[config.mk]
export PLATFORM = sky130hd
export DESIGN_NAME = age_color_gradient
export DESIGN_NICKNAME = d
export VERILOG_FILES = /design/src/rtl/acg_pkg.sv /design/src/rtl/acg_regs.sv /design/src/rtl/acg_front.sv /design/src/rtl/acg_queue.sv /design/src/rtl/acg_back.sv /design/src/rtl/age_color_gradient.sv
export VERILOG_INCLUDE_DIRS = /design/src /design/src/rtl
export SDC_FILE = /design/constraint.sdc
export NUM_CORES = 2
export LEC_CHECK = 0
export BUFFER_PORTS_ARGS = -buffer_cell sky130_fd_sc_hd__buf_2
export CORE_MARGIN = 2
export CORE_UTILIZATION = 60
export CTS_CLUSTER_SIZE = 28
export DETAILED_ROUTE_END_ITERATION = 7
export PLACE_DENSITY_LB_ADDON = 0.3
export SLEW_MARGIN = 25
export SYNTH_ARGS = -nofsm -noshare
export SYNTH_HDL_FRONTEND = slang
export SYNTH_HIERARCHICAL = 1
export SYNTH_SLANG_ARGS = --single-unit
export TNS_END_PERCENT = 50
[constraint.sdc]
create_clock -name clk_i -period 41 [get_ports clk_i]
set_clock_uncertainty 0.2 [all_clocks]
set_input_delay 12.3 -clock clk_i [delete_from_list [all_inputs] [get_ports clk_i]]
set_output_delay 12.3 -clock clk_i [all_outputs]
set_load 0.02 [all_outputs]
[src/rtl/age_color_gradient_defines.svh]
// Assertion helpers for the top-level file, which checks its own logic.
`ifndef AGE_COLOR_GRADIENT_DEFINES_SVH
`define AGE_COLOR_GRADIENT_DEFINES_SVH

// Same-cycle implication, disabled while reset is asserted.
`define ACG_ASSERT_IMPLY(label, clk, rst_n, ante, cons, msg) \
  label: assert property (@(posedge clk) disable iff (!rst_n) (ante) |-> (cons)) \
    else $error(msg);

// Next-cycle implication, disabled while reset is asserted.
`define ACG_ASSERT_NEXT(label, clk, rst_n, ante, cons, msg) \
  label: assert property (@(posedge clk) disable iff (!rst_n) (ante) |=> (cons)) \
    else $error(msg);

`endif

[src/rtl/acg_pkg.sv]
package acg_pkg;

  localparam int AGE_BITS_DEF = 16;
  localparam int COLOR_W      = 24;
  localparam int CHAN_W       = 8;
  localparam int NUM_CHAN     = COLOR_W / CHAN_W;
  localparam int MAX_AGE_W    = 16;
  localparam int NUM_STOPS    = 6;
  localparam int NUM_SEGS     = 5;
  localparam int SEG_W        = 3;
  // max_age / 5 stays below 2^14, and a step never exceeds span + 2.
  localparam int SPAN_W       = 14;
  localparam int STEP_W       = 14;
  // The scaled difference never exceeds four times a channel range.
  localparam int QUO_W        = 10;
  localparam int REM_W        = CHAN_W + STEP_W;
  localparam int DIV_W        = SPAN_W + QUO_W;
  localparam int SUM_W        = CHAN_W + 4;
  localparam int CFG_ADDR_W   = 3;
  localparam int QUEUE_DEPTH  = 4;

  // x / 5 == (x * 52429) >> 18 for every 16-bit x.
  localparam logic [MAX_AGE_W-1:0] RECIP5       = 16'd52429;
  localparam int                   RECIP5_SHIFT = 18;

  localparam logic [MAX_AGE_W-1:0] MAX_AGE_RESET = 16'd100;
  localparam logic [SPAN_W-1:0]    SPAN_RESET    = SPAN_W'(100 / NUM_SEGS);
  localparam logic [CHAN_W-1:0]    CHAN_MAX      = 8'hFF;

  typedef enum logic [CFG_ADDR_W-1:0] {
    REG_STOP0   = 3'd0,
    REG_STOP1   = 3'd1,
    REG_STOP2   = 3'd2,
    REG_STOP3   = 3'd3,
    REG_STOP4   = 3'd4,
    REG_STOP5   = 3'd5,
    REG_DEAD    = 3'd6,
    REG_MAX_AGE = 3'd7
  } cfg_reg_e;

  typedef struct packed {
    logic [NUM_STOPS-1:0][COLOR_W-1:0] stop;
    logic [COLOR_W-1:0]                dead;
    logic [MAX_AGE_W-1:0]              max_age;
    logic [SPAN_W-1:0]                 span;
    // Segment start k * span for k = 1..4; index 0 is unused.
    logic [NUM_SEGS-1:0][MAX_AGE_W-1:0] th;
  } cfg_t;

  typedef struct packed {
    logic [COLOR_W-1:0] from_color;
    logic [COLOR_W-1:0] to_color;
    logic [STEP_W-1:0]  step;
  } front_item_t;

  typedef struct packed {
    logic              neg;
    logic [CHAN_W-1:0] from;
    logic [REM_W-1:0]  rem;
    logic [QUO_W-1:0]  quo;
  } lane_t;

  typedef struct packed {
    lane_t [NUM_CHAN-1:0] lane;
  } back_item_t;

endpackage

[src/rtl/acg_regs.sv]
module acg_regs (
  input  logic                          clk_i,
  input  logic                          rst_ni,
  input  logic                          cfg_we_i,
  input  logic [acg_pkg::CFG_ADDR_W-1:0] cfg_addr_i,
  input  logic [acg_pkg::COLOR_W-1:0]   cfg_data_i,
  output acg_pkg::cfg_t                 cfg_o
);

  logic [2*acg_pkg::MAX_AGE_W-1:0] span_prod;
  logic [acg_pkg::SPAN_W-1:0]      span_raw;
  logic [acg_pkg::SPAN_W-1:0]      span_d;
  logic [acg_pkg::MAX_AGE_W-1:0]   span_ext;
  logic [acg_pkg::NUM_SEGS-1:0][acg_pkg::MAX_AGE_W-1:0] th_d;
  acg_pkg::cfg_t                   cfg_q;

  // The span and the segment starts are worked out when max_age is written.
  always_comb begin
    span_prod = (2*acg_pkg::MAX_AGE_W)'(cfg_data_i[acg_pkg::MAX_AGE_W-1:0]) *
                (2*acg_pkg::MAX_AGE_W)'(acg_pkg::RECIP5);
    span_raw  = span_prod[acg_pkg::RECIP5_SHIFT +: acg_pkg::SPAN_W];
    span_d    = (span_raw == '0) ? acg_pkg::SPAN_W'(1) : span_raw;
    span_ext  = acg_pkg::MAX_AGE_W'(span_d);
    th_d[0]   = '0;
    th_d[1]   = span_ext;
    th_d[2]   = span_ext << 1;
    th_d[3]   = span_ext + (span_ext << 1);
    th_d[4]   = span_ext << 2;
  end

  always_ff @(posedge clk_i or negedge rst_ni) begin
    if (!rst_ni) begin
      cfg_q.stop    <= '0;
      cfg_q.dead    <= '0;
      cfg_q.max_age <= acg_pkg::MAX_AGE_RESET;
      cfg_q.span    <= acg_pkg::SPAN_RESET;
      cfg_q.th[0]   <= '0;
      cfg_q.th[1]   <= acg_pkg::MAX_AGE_W'(acg_pkg::SPAN_RESET);
      cfg_q.th[2]   <= acg_pkg::MAX_AGE_W'(acg_pkg::SPAN_RESET) << 1;
      cfg_q.th[3]   <= acg_pkg::MAX_AGE_W'(acg_pkg::SPAN_RESET) * acg_pkg::MAX_AGE_W'(3);
      cfg_q.th[4]   <= acg_pkg::MAX_AGE_W'(acg_pkg::SPAN_RESET) << 2;
    end else if (cfg_we_i) begin
      case (acg_pkg::cfg_reg_e'(cfg_addr_i))
        acg_pkg::REG_STOP0: cfg_q.stop[0] <= cfg_data_i;
        acg_pkg::REG_STOP1: cfg_q.stop[1] <= cfg_data_i;
        acg_pkg::REG_STOP2: cfg_q.stop[2] <= cfg_data_i;
        acg_pkg::REG_STOP3: cfg_q.stop[3] <= cfg_data_i;
        acg_pkg::REG_STOP4: cfg_q.stop[4] <= cfg_data_i;
        acg_pkg::REG_STOP5: cfg_q.stop[5] <= cfg_data_i;
        acg_pkg::REG_DEAD:  cfg_q.dead    <= cfg_data_i;
        acg_pkg::REG_MAX_AGE: begin
          cfg_q.max_age <= cfg_data_i[acg_pkg::MAX_AGE_W-1:0];
          cfg_q.span    <= span_d;
          cfg_q.th      <= th_d;
        end
        default: ;
      endcase
    end
  end

  assign cfg_o = cfg_q;

endmodule

[src/rtl/acg_front.sv]
module acg_front #(
  parameter int AGE_BITS = acg_pkg::AGE_BITS_DEF
) (
  input  logic                  clk_i,
  input  logic                  rst_ni,
  input  acg_pkg::cfg_t         cfg_i,
  input  logic                  in_valid_i,
  output logic                  in_stall_o,
  input  logic [AGE_BITS-1:0]   age_i,
  input  logic                  q_full_i,
  output logic                  push_o,
  output acg_pkg::front_item_t  item_o
);

  localparam int CMP_W = (AGE_BITS > acg_pkg::MAX_AGE_W) ? AGE_BITS : acg_pkg::MAX_AGE_W;

  logic [CMP_W-1:0]              age_ext;
  logic [CMP_W-1:0]              max_ext;
  logic [CMP_W-1:0]              age_m1;
  logic [acg_pkg::MAX_AGE_W-1:0] pos;
  logic [acg_pkg::MAX_AGE_W-1:0] base;
  logic [acg_pkg::MAX_AGE_W-1:0] step_full;
  logic [acg_pkg::SEG_W-1:0]     seg;
  logic [acg_pkg::COLOR_W-1:0]   seg_from;
  logic [acg_pkg::COLOR_W-1:0]   seg_to;
  logic                          accept;
  acg_pkg::front_item_t          item_d;
  acg_pkg::front_item_t          item_q;
  logic                          valid_d;
  logic                          valid_q;

  always_comb begin
    age_ext = CMP_W'(age_i);
    max_ext = CMP_W'(cfg_i.max_age);
    age_m1  = age_ext - CMP_W'(1);
    pos     = age_m1[acg_pkg::MAX_AGE_W-1:0];

    // The segment is the number of segment starts at or below the position,
    // which also clamps it to the last segment.
    seg = '0;
    for (int k = 1; k < acg_pkg::NUM_SEGS; k++) begin
      seg = seg + acg_pkg::SEG_W'(pos >= cfg_i.th[k]);
    end

    case (seg)
      3'd0: begin
        base = '0;
        seg_from = cfg_i.stop[0];
        seg_to   = cfg_i.stop[1];
      end
      3'd1: begin
        base = cfg_i.th[1];
        seg_from = cfg_i.stop[1];
        seg_to   = cfg_i.stop[2];
      end
      3'd2: begin
        base = cfg_i.th[2];
        seg_from = cfg_i.stop[2];
        seg_to   = cfg_i.stop[3];
      end
      3'd3: begin
        base = cfg_i.th[3];
        seg_from = cfg_i.stop[3];
        seg_to   = cfg_i.stop[4];
      end
      default: begin
        base = cfg_i.th[4];
        seg_from = cfg_i.stop[4];
        seg_to   = cfg_i.stop[5];
      end
    endcase
    step_full = pos - base;

    // Fixed colors leave with a zero step, so the back end passes them through.
    if (age_i == '0) begin
      item_d.from_color = cfg_i.dead;
      item_d.to_color   = cfg_i.dead;
      item_d.step       = '0;
    end else if (age_ext >= max_ext) begin
      item_d.from_color = cfg_i.stop[5];
      item_d.to_color   = cfg_i.stop[5];
      item_d.step       = '0;
    end else begin
      item_d.from_color = seg_from;
      item_d.to_color   = seg_to;
      item_d.step       = step_full[acg_pkg::STEP_W-1:0];
    end
  end

  assign push_o     = valid_q && !q_full_i;
  assign in_stall_o = valid_q && q_full_i;
  assign accept     = in_valid_i && !in_stall_o;

  always_comb begin
    valid_d = valid_q;
    if (accept) begin
      valid_d = 1'b1;
    end else if (push_o) begin
      valid_d = 1'b0;
    end
  end

  always_ff @(posedge clk_i or negedge rst_ni) begin
    if (!rst_ni) begin
      valid_q <= 1'b0;
    end else begin
      valid_q <= valid_d;
    end
  end

  always_ff @(posedge clk_i) begin
    if (accept) begin
      item_q <= item_d;
    end
  end

  assign item_o = item_q;

endmodule

[src/rtl/acg_queue.sv]
module acg_queue (
  input  logic                 clk_i,
  input  logic                 rst_ni,
  input  logic                 push_i,
  input  acg_pkg::front_item_t item_i,
  input  logic                 pop_i,
  output acg_pkg::front_item_t item_o,
  output logic                 full_o,
  output logic                 empty_o
);

  localparam int PTR_W = $clog2(acg_pkg::QUEUE_DEPTH);
  localparam int CNT_W = $clog2(acg_pkg::QUEUE_DEPTH + 1);

  acg_pkg::front_item_t mem_q [acg_pkg::QUEUE_DEPTH];
  logic [PTR_W-1:0]     wr_ptr_q;
  logic [PTR_W-1:0]     rd_ptr_q;
  logic [CNT_W-1:0]     cnt_q;
  logic [CNT_W-1:0]     cnt_d;

  assign full_o  = (cnt_q == CNT_W'(acg_pkg::QUEUE_DEPTH));
  assign empty_o = (cnt_q == '0);
  assign item_o  = mem_q[rd_ptr_q];

  always_comb begin
    cnt_d = cnt_q;
    if (push_i && !pop_i) begin
      cnt_d = cnt_q + CNT_W'(1);
    end else if (pop_i && !push_i) begin
      cnt_d = cnt_q - CNT_W'(1);
    end
  end

  always_ff @(posedge clk_i or negedge rst_ni) begin
    if (!rst_ni) begin
      wr_ptr_q <= '0;
      rd_ptr_q <= '0;
      cnt_q    <= '0;
    end else begin
      cnt_q <= cnt_d;
      if (push_i) begin
        wr_ptr_q <= wr_ptr_q + PTR_W'(1);
      end
      if (pop_i) begin
        rd_ptr_q <= rd_ptr_q + PTR_W'(1);
      end
    end
  end

  always_ff @(posedge clk_i) begin
    if (push_i) begin
      mem_q[wr_ptr_q] <= item_i;
    end
  end

endmodule

[src/rtl/acg_back.sv]
module acg_back (
  input  logic                        clk_i,
  input  logic                        rst_ni,
  input  logic [acg_pkg::SPAN_W-1:0]  span_i,
  input  logic                        q_empty_i,
  input  acg_pkg::front_item_t        q_item_i,
  output logic                        pop_o,
  output logic                        out_valid_o,
  input  logic                        out_stall_i,
  output logic [acg_pkg::COLOR_W-1:0] color_o
);

  localparam int NSTG = acg_pkg::QUO_W;

  // One restoring division step: try to take span << b off the remainder.
  function automatic acg_pkg::lane_t div_bit(acg_pkg::lane_t l,
                                             logic [acg_pkg::SPAN_W-1:0] span,
                                             int unsigned b);
    logic [acg_pkg::DIV_W-1:0] dvs;
    logic [acg_pkg::DIV_W-1:0] r;
    acg_pkg::lane_t            o;
    o   = l;
    dvs = acg_pkg::DIV_W'(span) << b;
    r   = acg_pkg::DIV_W'(l.rem);
    if (r >= dvs) begin
      o.rem = acg_pkg::REM_W'(r - dvs);
      o.quo = l.quo | (acg_pkg::QUO_W'(1) << b);
    end
    return o;
  endfunction

  logic                         adv;
  acg_pkg::back_item_t          mul_d;
  acg_pkg::back_item_t          stage_q [NSTG+1];
  acg_pkg::back_item_t          stage_d [NSTG+1];
  logic [NSTG:0]                valid_q;
  logic [acg_pkg::COLOR_W-1:0]  color_d;
  logic [acg_pkg::COLOR_W-1:0]  color_q;
  logic                         out_valid_q;

  assign adv   = !(out_valid_q && out_stall_i);
  assign pop_o = adv && !q_empty_i;

  // Multiply stage: the magnitude of the channel difference times the step.
  always_comb begin
    logic [acg_pkg::CHAN_W-1:0] fc;
    logic [acg_pkg::CHAN_W-1:0] tc;
    logic [acg_pkg::CHAN_W-1:0] mag;
    for (int c = 0; c < acg_pkg::NUM_CHAN; c++) begin
      fc  = q_item_i.from_color[c*acg_pkg::CHAN_W +: acg_pkg::CHAN_W];
      tc  = q_item_i.to_color[c*acg_pkg::CHAN_W +: acg_pkg::CHAN_W];
      mag = (tc < fc) ? (fc - tc) : (tc - fc);
      mul_d.lane[c].neg  = (tc < fc);
      mul_d.lane[c].from = fc;
      mul_d.lane[c].rem  = acg_pkg::REM_W'(mag) * acg_pkg::REM_W'(q_item_i.step);
      mul_d.lane[c].quo  = '0;
    end
  end

  assign stage_d[0] = mul_d;

  // Divider stages, most significant quotient bit first.
  for (genvar i = 1; i <= NSTG; i++) begin : g_div
    for (genvar c = 0; c < acg_pkg::NUM_CHAN; c++) begin : g_chan
      assign stage_d[i].lane[c] = div_bit(stage_q[i-1].lane[c], span_i, NSTG - i);
    end
  end

  // Apply the signed quotient to the start color and clamp to a channel.
  always_comb begin
    logic [acg_pkg::SUM_W-1:0] v;
    acg_pkg::lane_t            l;
    color_d = '0;
    for (int c = 0; c < acg_pkg::NUM_CHAN; c++) begin
      l = stage_q[NSTG].lane[c];
      if (l.neg) begin
        v = acg_pkg::SUM_W'(l.from) - acg_pkg::SUM_W'(l.quo);
      end else begin
        v = acg_pkg::SUM_W'(l.from) + acg_pkg::SUM_W'(l.quo);
      end
      if (v[acg_pkg::SUM_W-1]) begin
        color_d[c*acg_pkg::CHAN_W +: acg_pkg::CHAN_W] = '0;
      end else if (v[acg_pkg::SUM_W-2:acg_pkg::CHAN_W] != '0) begin
        color_d[c*acg_pkg::CHAN_W +: acg_pkg::CHAN_W] = acg_pkg::CHAN_MAX;
      end else begin
        color_d[c*acg_pkg::CHAN_W +: acg_pkg::CHAN_W] = v[acg_pkg::CHAN_W-1:0];
      end
    end
  end

  always_ff @(posedge clk_i or negedge rst_ni) begin
    if (!rst_ni) begin
      valid_q     <= '0;
      out_valid_q <= 1'b0;
    end else if (adv) begin
      valid_q     <= {valid_q[NSTG-1:0], pop_o};
      out_valid_q <= valid_q[NSTG];
    end
  end

  always_ff @(posedge clk_i) begin
    if (adv) begin
      for (int i = 0; i <= NSTG; i++) begin
        stage_q[i] <= stage_d[i];
      end
      color_q <= color_d;
    end
  end

  assign out_valid_o = out_valid_q;
  assign color_o     = color_q;

endmodule

[src/rtl/age_color_gradient.sv]
// Age to color gradient.
// Input channel: in_valid_i / in_stall_o carry one age per item. Output channel:
// out_valid_o / out_stall_i carry one 24-bit RGB color per item, red in bits
// 23..16. Each side completes a transfer when valid is high and stall is low.
// Configuration: cfg_we_i writes cfg_data_i into register cfg_addr_i (stop
// colors 0..5, then dead color, then max age). Write only while no item
// is in flight.
// Each item passes through one classify stage, one queue slot, one multiply
// stage, ten restoring divider stages of one quotient bit each, and the
// clamp into the output register. Throughput is one item per clock while
// the receiver does not stall the output.
// A four-entry queue sits between the classify stage and the divider pipe.
// While the receiver stalls, the whole divider pipe holds and the queue
// fills; the input stalls once the queue and the classify register are full.
// Reset clears every color to black and sets max age to 100, and empties
// the queue and pipeline.
`include "age_color_gradient_defines.svh"

module age_color_gradient #(
  parameter int AGE_BITS = acg_pkg::AGE_BITS_DEF
) (
  input  logic                           clk_i,
  input  logic                           rst_ni,
  input  logic                           cfg_we_i,
  input  logic [acg_pkg::CFG_ADDR_W-1:0] cfg_addr_i,
  input  logic [acg_pkg::COLOR_W-1:0]    cfg_data_i,
  input  logic                           in_valid_i,
  output logic                           in_stall_o,
  input  logic [AGE_BITS-1:0]            age_i,
  output logic                           out_valid_o,
  input  logic                           out_stall_i,
  output logic [acg_pkg::COLOR_W-1:0]    color_o
);

  acg_pkg::cfg_t        cfg;
  acg_pkg::front_item_t front_item;
  acg_pkg::front_item_t queue_item;
  logic                 q_push;
  logic                 q_pop;
  logic                 q_full;
  logic                 q_empty;

  acg_regs u_regs (
    .clk_i      (clk_i),
    .rst_ni     (rst_ni),
    .cfg_we_i   (cfg_we_i),
    .cfg_addr_i (cfg_addr_i),
    .cfg_data_i (cfg_data_i),
    .cfg_o      (cfg)
  );

  acg_front #(
    .AGE_BITS (AGE_BITS)
  ) u_front (
    .clk_i      (clk_i),
    .rst_ni     (rst_ni),
    .cfg_i      (cfg),
    .in_valid_i (in_valid_i),
    .in_stall_o (in_stall_o),
    .age_i      (age_i),
    .q_full_i   (q_full),
    .push_o     (q_push),
    .item_o     (front_item)
  );

  acg_queue u_queue (
    .clk_i   (clk_i),
    .rst_ni  (rst_ni),
    .push_i  (q_push),
    .item_i  (front_item),
    .pop_i   (q_pop),
    .item_o  (queue_item),
    .full_o  (q_full),
    .empty_o (q_empty)
  );

  acg_back u_back (
    .clk_i       (clk_i),
    .rst_ni      (rst_ni),
    .span_i      (cfg.span),
    .q_empty_i   (q_empty),
    .q_item_i    (queue_item),
    .pop_o       (q_pop),
    .out_valid_o (out_valid_o),
    .out_stall_i (out_stall_i),
    .color_o     (color_o)
  );

  `ACG_ASSERT_IMPLY(a_no_push_full, clk_i, rst_ni, q_push, !q_full, "push into a full queue")
  `ACG_ASSERT_IMPLY(a_no_pop_empty, clk_i, rst_ni, q_pop, !q_empty, "pop from an empty queue")
  `ACG_ASSERT_NEXT(a_stall_holds, clk_i, rst_ni, in_stall_o && !q_pop, in_stall_o, "input stall released without a pop")

endmodule

==> impl_summary.log <==
[metrics] run status: finished, final reports clean
[metrics] count of endpoints failing setup in the final report: 0
[metrics] endpoints failing hold: 0
[metrics] average size of a mapped cell: 11.7 µm²
[metrics] number of global-route vias before repair: 69300
[metrics] RSZ-0062 raised after global routing: false
[metrics] htree depth: 4
[metrics] total of buffers placed on input and output ports: 73
[metrics] via/cell ratio: 5.96
[metrics] final layout net count: 10200
[metrics] # IOs: 74
[metrics] number of max-cap violations: 0
[metrics] final setup TNS: 0 ps
[metrics] clock slew at reported path FFs: 60 ps
[metrics] Congestion Overflow GR: 0
[metrics] initial core utilization: 0.602
[metrics] antenna violations before repair: 2
[metrics] Initial DRC Count: 5090
[metrics] CTS root buf: sky130_fd_sc_hd__clkbuf_16
[metrics] row count: 153
[metrics] pin count of the biggest net entering global routing: 183
[metrics] post-layout minimum cycle time: 19750 ps
[metrics] worst min path class: flip-flop to flip-flop
[metrics] share of cells above drive strength 1: 0.109
[metrics] first-pass GRT wire length: 372 mm
[metrics] Core Footprint: 173000 µm²
[metrics] Hold Buf Count CTS: 0
[metrics] WP data required: 41470 ps
[metrics] number of gates given a new drive strength after cts: 0
[metrics] maximum buffer depth of the clock tree: 3
[metrics] worst setup path category: input port to flip-flop
[metrics] actual transition at the worst max-transition pin: 1050 ps
[metrics] Avg WL per Cell: 20.4 µm
[metrics] count of nets left with antenna violations after detail routing: 0
[metrics] clock tree from TritonCTS: built
[metrics] vias: 68000
[metrics] count of synthesis-stage warnings from yosys: 6
[metrics] detailed-placement wirelength estimate: 167 mm
[metrics] f_max: 0.0506 GHz
[metrics] WP data arrival: 20220 ps
[metrics] total setup buffers inserted after CTS: 0
[metrics] pins over their slew limit: 0
[metrics] aggregate global-route resource usage: 0.263
[metrics] number of detailed-route iterations in the first pass: 8
[metrics] clock sink total: 1689
[metrics] Cells after Synth: 8906
[metrics] worst rel slew slack: 0.300
[metrics] DRC violations left: 0
[metrics] crit path capture type: flip-flop
[metrics] largest stage delay on the critical path: 670 ps
[metrics] Die Span X: 421 µm
[metrics] gp weighted congestion: 0.934
[metrics] routed wire length: 233 mm
[metrics] cell at the slowest stage of the critical path: sky130_fd_sc_hd__buf_4
[metrics] area of the mapped netlist: 104000 µm²
[metrics] Critical Path Start Type: input port
[metrics] worst-skew pair later-pin latency: 840 ps
[metrics] area delta synth->final: 8.40%
[metrics] ratio of final minimum period to clock period: 0.482
[metrics] setup slack of the most critical reg-to-reg path: 30270 ps
[metrics] Die ar.: 178000 µm²
[metrics] Critical Path Fanout Max: 61
[metrics] die height: 421 µm
[metrics] clock buffer count from CTS: 174
-- registers in the layout, summed over array words and instances, names as in the netlist --
name,flops
u_back/color_o,24
u_back/out_valid_o,1
u_back/stage_q,1122
u_back/valid_q,11
u_front/item_o,62
u_front/valid_q,1
u_queue/cnt_q,3
u_queue/mem_q,248
u_queue/rd_ptr_q,2
u_queue/wr_ptr_q,2
u_regs/cfg_o,213
-- layout by cell type (no fill, tap or decap), types with 44 or more instances in the layout --
master	instances
sky130_fd_sc_hd__nor2_1	401
sky130_fd_sc_hd__buf_4	88
sky130_fd_sc_hd__and2_1	178
sky130_fd_sc_hd__edfxtp_1	1456
sky130_fd_sc_hd__a21oi_1	454
sky130_fd_sc_hd__clkbuf_16	174
sky130_fd_sc_hd__mux2_2	313
sky130_fd_sc_hd__nor4_1	49
sky130_fd_sc_hd__xor2_1	183
sky130_fd_sc_hd__nand3_1	138
sky130_fd_sc_hd__fa_1	338
sky130_fd_sc_hd__mux4_2	58
sky130_fd_sc_hd__dfrtp_1	220
sky130_fd_sc_hd__nor2b_1	193
sky130_fd_sc_hd__nand2_1	639
sky130_fd_sc_hd__mux2i_1	51
sky130_fd_sc_hd__o31ai_1	44
sky130_fd_sc_hd__a31oi_1	61
sky130_fd_sc_hd__nand2b_1	129
sky130_fd_sc_hd__nand4_1	68
sky130_fd_sc_hd__o21a_1	67
sky130_fd_sc_hd__o21ai_0	463
sky130_fd_sc_hd__buf_2	72
sky130_fd_sc_hd__ha_1	881
sky130_fd_sc_hd__nor3_1	129
sky130_fd_sc_hd__inv_1	797
sky130_fd_sc_hd__a21o_1	180
sky130_fd_sc_hd__or3_1	59
sky130_fd_sc_hd__xnor2_1	285
-- critical path, delay by kind of cell --
family	cells	cell delay, ps
AOI/OAI and AO/OA	8	1420
buffers and inverters	3	880
adders and majority gates	6	2310
and+or+nand+nor	10	2220
muxes	1	410
xor gates and xnor gates	1	610
-- metrics by stage --
step	hold slack [ps]	instance area, µm²	std cells	util	setup WS [ps]
finish	182	113000	11400	0.653	21250
global route	187	113000	11400	0.653	20730
CTS	179	113000	11400	0.653	21340
detailed placement	205	107000	11100	0.617	20450
global placement	200	107000	11100	0.617	20550
floorplan	200	105000	8911	-	11910
-- metal layers --
| metal | up-vias | GRT usage | part of all wire |
|---|---|---|---|
| li1 | 32300 | - | - |
| met1 | 33200 | 0.336 | 0.42 |
| met2 | 1991 | 0.451 | 0.49 |
| met3 | 493 | 0.0354 | 0.052 |
| met4 | 2 | 0.110 | 0.041 |
| met5 | - | 0 | 0.000056 |
-- path summary, 6_finish.rpt --
path | from | to | cells after the start
min | u_back/stage_q[4][80] | u_back/stage_q[5][80] | 0
max reg2reg | u_queue/rd_ptr_q[0] | u_back/stage_q[0][72] | 31
min reg2reg | u_back/stage_q[4][80] | u_back/stage_q[5][80] | 0
max | age_i[5] | u_front/item_o[12] | 29
max in group asynchronous | rst_ni | u_regs/cfg_o[48] | 3
min in group asynchronous | rst_ni | u_regs/cfg_o[163] | 1
-- final cells by class --
cell class / count / area, µm²
fill: 12800 / 60200
multi-input combinational: 6100 / 50500
sequential: 1689 / 49600
clock buffer: 197 / 4470
inverter: 812 / 3050
tap: 2325 / 2910
clock inverter: 130 / 1650
timing repair buffer: 168 / 1130
antenna: 1 / 2.50
Power is left out: the tool's default activity adds up to more than one toggle a clock period on the data nets, which glitch-free logic cannot reach.
